$ cat src/design/wtv_pkg.sv
`default_nettype none

package wtv_pkg;

  // Field and register widths
  localparam int SAMPLE_BITS     = 16;
  localparam int TABLE_DEPTH_DEF = 4096;
  localparam int CMD_W           = 2;
  localparam int IDX_W           = 12;
  localparam int STEP_W          = 28;
  localparam int ALEN_W          = 12;
  localparam int COEF_W          = 24;
  localparam int REL_W           = 24;
  localparam int TAIL_W          = 16;
  localparam int AMP_W           = 16;
  localparam int CNT_W           = 25;
  localparam int ENV_W           = 25;
  localparam int CFG_IDX_W       = 3;
  localparam int CFG_DATA_W      = 28;
  localparam int IN_DATA_W       = 48;
  localparam int OUT_DATA_W      = 24;

  // Shared multiplier: signed operands, full-width product
  localparam int MUL_W  = 26;
  localparam int PROD_W = 2 * MUL_W;

  // Unity gain in Q1.24
  localparam logic [ENV_W-1:0] ONE_Q24 = 25'h100_0000;

  // Request commands
  localparam logic [CMD_W-1:0] CMD_LOAD  = 2'd0;
  localparam logic [CMD_W-1:0] CMD_START = 2'd1;
  localparam logic [CMD_W-1:0] CMD_MIX   = 2'd2;

  // Register indexes
  localparam logic [CFG_IDX_W-1:0] REG_PHASE_STEP   = 3'd0;
  localparam logic [CFG_IDX_W-1:0] REG_ATTACK_LEN   = 3'd1;
  localparam logic [CFG_IDX_W-1:0] REG_ATTACK_RECIP = 3'd2;
  localparam logic [CFG_IDX_W-1:0] REG_RELEASE_AT   = 3'd3;
  localparam logic [CFG_IDX_W-1:0] REG_TAIL_LEN     = 3'd4;
  localparam logic [CFG_IDX_W-1:0] REG_DECAY_COEF   = 3'd5;
  localparam logic [CFG_IDX_W-1:0] REG_RELEASE_COEF = 3'd6;
  localparam logic [CFG_IDX_W-1:0] REG_AMPLITUDE    = 3'd7;

  // Register reset values
  localparam logic [STEP_W-1:0] RST_PHASE_STEP   = 28'd0;
  localparam logic [ALEN_W-1:0] RST_ATTACK_LEN   = 12'd240;
  localparam logic [COEF_W-1:0] RST_ATTACK_RECIP = 24'd69905;
  localparam logic [REL_W-1:0]  RST_RELEASE_AT   = 24'd0;
  localparam logic [TAIL_W-1:0] RST_TAIL_LEN     = 16'd9600;
  localparam logic [COEF_W-1:0] RST_DECAY_COEF   = 24'd16775952;
  localparam logic [COEF_W-1:0] RST_RELEASE_COEF = 24'd16765567;
  localparam logic [AMP_W-1:0]  RST_AMPLITUDE    = 16'd9830;

  // Sequencer states
  typedef enum logic [3:0] {
    S_IDLE,
    S_CHECK,
    S_RDA,
    S_RDB,
    S_INTERP,
    S_GAIN,
    S_ENV,
    S_AMP,
    S_VOICE,
    S_DONE
  } state_t;

  // Operand pair handed to the shared multiplier
  typedef struct packed {
    logic signed [MUL_W-1:0] a;
    logic signed [MUL_W-1:0] b;
  } mul_op_t;

endpackage

`default_nettype wire

$ cat src/design/wtv_mul.sv
`default_nettype none

module wtv_mul (
  input  wire logic                              clk,
  input  wire wtv_pkg::mul_op_t                  op,
  output logic signed [wtv_pkg::PROD_W-1:0]      prod
);

  // Multiply signed operands, register the full product
  always_ff @(posedge clk) begin
    prod <= op.a * op.b;
  end

endmodule

`default_nettype wire

$ cat config.mk
export PLATFORM = sky130hd
export DESIGN_NAME = wtv_mul
export DESIGN_NICKNAME = d
export VERILOG_FILES = /design/src/design/wtv_pkg.sv /design/src/design/wtv_mul.sv
export SDC_FILE = /design/constraint.sdc
export NUM_CORES = 2
export LEC_CHECK = 0
export ABC_AREA = 1
export CORE_UTILIZATION = 50
export DETAILED_ROUTE_END_ITERATION = 12
export DONT_BUFFER_PORTS = 1
export HOLD_SLACK_MARGIN = 0.02
export PLACE_DENSITY = 0.68
export SYNTH_ARGS = -nofsm -noshare
export SYNTH_HDL_FRONTEND = slang
export SYNTH_SLANG_ARGS = --single-unit
$ cat constraint.sdc
create_clock -name clk -period 7.2 [get_ports clk]
set_input_delay 0.72 -clock clk [delete_from_list [all_inputs] [get_ports clk]]
set_output_delay 0.72 -clock clk [all_outputs]
set_load 0.02 [all_outputs]
==> run_results.csv <==
group,metric,value,unit
placement,placed_instances,4040,
synthesis,netlist.area_leader.share,0.5190,
critical_path,timing.critical_path.required,7.40,ns
cts,cts-root-buf,"sky130_fd_sc_hd__clkbuf_16",
synthesis,synth_common_cells,"sky130_fd_sc_hd__inv_1, sky130_fd_sc_hd__nand2_1, sky130_fd_sc_hd__fa_1",
global_route,via_count_of_the_first_global_routing_pass,21760,
cts,cts.reportedPaths.clkPinSlew,0.08,ns
sta,layout_worst_path_cycle_share,0.9192,
critical_path,timing.critical_path.max_delay_family,"adder cells",
global_route,grt_first_pass_wirelength,115400,um
synthesis,synth_seq_cells,52,
drt,detail_route.wirelength,68040,um
drt,detail_route.vias_per_cell,4.959,
die,io-pin-count,105,
global_route,antenna_found_initial,0,
sta,relSlewSlack,0.3950,
critical_path,critical_path.slowest_cell,"sky130_fd_sc_hd__fa_1",
drt,ant_nets,0,
drt,wire_per_inst,16.81,um
sta,rsz0062_at_grt,"no",
synthesis,synth.area.top_cells,"sky130_fd_sc_hd__fa_1, sky130_fd_sc_hd__inv_1, sky130_fd_sc_hd__nand2_1",
drt,pre_antenna_drt_iters,6,
final_layout,area_delta_synth_final,1.700,%
final_layout,final_layout_size_suffix_gt1_frac,0.01402,
synthesis,synthDominantAreaCellType,"sky130_fd_sc_hd__fa_1",
sta,finalSetupViolations,0,
global_route,grt_start_max_net_pins,27,
cts,number_of_gates_given_a_new_drive_strength_after_cts,0,
die,die_width,236.0,um
cts,cts_hold_buf,0,
cts,htreeDepth,2,
cts,tritoncts_num_sinks,52,
cts,buffer_count_from_post_cts_setup_fixing,0,
drt,drt-initial-drc-count,1069,
min_path,hold_path.class,"in -> reg",
synthesis,synthesis.instances,3495,
final_layout,layout_top_registers,"prod x52",
critical_path,worst_path_buffer_plus_inverter_count,3,
final_layout,registers.top_by_ff_count,"prod",
critical_path,worst_ep_arrival_time,6.82,ns
synthesis,syn_area_per_cell,7.835,sq um
placement,placed_area,0.02770,sq mm
cts,tritoncts,"yes",
synthesis,yosysMostFrequentCell,"sky130_fd_sc_hd__inv_1",
critical_path,crit_top_cell,"sky130_fd_sc_hd__fa_1",
final_layout,antenna_cells,0,
sta,fmax,151.1,MHz
die,die_height,236.0,um
synthesis,yosys_warnings,0,
die,core,0.05392,sq mm
synthesis,synth-edff-count,0,
final_layout,fin_nets,4260,
sta,setup-tns-final,0,ns
global_route,grt_overflow_total,0,
placement,portBuffers,0,
die,num_rows,85,
final_layout,largest_register_ff_count,52,
critical_path,crit_type,"in -> reg",
cts,cts_buffer_depth,2,
global_route,gr-usage-all-layers,0.2634,
sta,timing_max_transition_violations_final,0,
critical_path,cpPeakStageDelay,0.73,ns
drt,vias,20080,
job,drv_cap,0,
synthesis,synthDistinctLibCells,34,
synthesis,post_synth_instance_area,0.02739,sq mm
die,die_area,0.05571,sq mm
synthesis,synth_nets,4404,
synthesis,dominantRegCellSynth,"sky130_fd_sc_hd__dfxtp_1",
critical_path,critPathMaxFanout,26,
final_layout,num-fill-cells,5191,
placement,dp.final_hpwl,58420,um
final_layout,design_area,0.02785,sq mm
drt,route.detailed.drc,0,
critical_path,worstSetupEndpointType,"flop",
critical_path,critical_path.cell_chain,"nand2_1 > inv_1 > fa_1 > fa_1 > inv_1 > fa_1 > inv_1 > fa_1 > fa_1 > fa_1 > fa_1 > ha_1 > nand2_1 > nor2_1 > nand2_1 > nor3b_2 > nand2_1 > a21oi_1 > nor2_1 > nand3_1 > nand2_1",
final_layout,final-instance-count-excl-fill,4048,
placement,gpl.final_weighted_congestion,0.9759,
sta,tightestPinTransition,0.9049,ns
sta,holdWs,0.4994,ns
critical_path,type_of_element_launching_the_critical_path,"input port",
sta,timing.final.hold_violations,0,
synthesis,async_flop_share,0,
synthesis,yosysSeqAreaShare,0.03801,
sta,finalCriticalPeriod,6.619,ns
status,status,"completed",
die,initial_core_util,0.5079,
cts,cts-buffers-inserted,5,
## cells in the final DEF (no fill, tap or decap), drive strengths merged
master and n:
a21oi 59, nand4 19, a21o 1, ha 146, clkbuf 5, nand2 966, buf 4, nor3 10
or2 5, nand3 55, nor3b 1, dfxtp 52, fa 710, clkinv 3, xor2 28, nor4 2
inv 1143, and2 4, xnor2 8, o21ai 24, nand2b 2, and3 1, clkinvlp 1, o21bai 12
nor2 91
## cell type report
cell class	count	area (sq um)	area share
Clock inverter	3	21.27	0.0007637
Tap cell	696	870.8	0.03127
Timing Repair Buffer	4	30.03	0.001078
Multi-Input combinational cell	2144	21470	0.7708
Clock buffer	5	125.1	0.004493
Sequential cell	52	1041	0.03738
Inverter	1144	4294	0.1542
## logic make-up after synthesis
logic type / synth area share
buf+inv: 0.1781
simple gates: 0.1675
fa+ha+maj: 0.5857
compound gates: 0.01914
flops: 0.03801
xor+xnor: 0.01151
## final timing paths
check	start	endpoint	slack, ns	cells after the start
worst min-delay path	op[26]	prod[0]$_DFF_P_	0.50	2
worst max-delay path	op[2]	prod[51]$_DFF_P_	0.58	21
## per-layer routing
| layer | global-route usage | vias to the layer above | share of wire |
|---|---|---|---|
| li1 | - | 9273 | - |
| met1 | 0.3345 | 10190 | 0.40 |
| met2 | 0.4852 | 530 | 0.53 |
| met3 | 0.02528 | 81 | 0.051 |
| met4 | 0.05466 | 0 | 0.020 |
| met5 | 0 | - | 0 |
## through the flow
stage / setup slack [ns] / util
floorplan: 0.3286 / -
global placement: 0.3896 / 0.5138
detailed placement: 0.3131 / 0.5138
CTS: 0.6068 / 0.5165
global route: 0.1726 / 0.5165
finish: 0.5814 / 0.5165
Power is not shown: default switching activity piles up to over one toggle a cycle in this logic, so the estimate is an artifact.
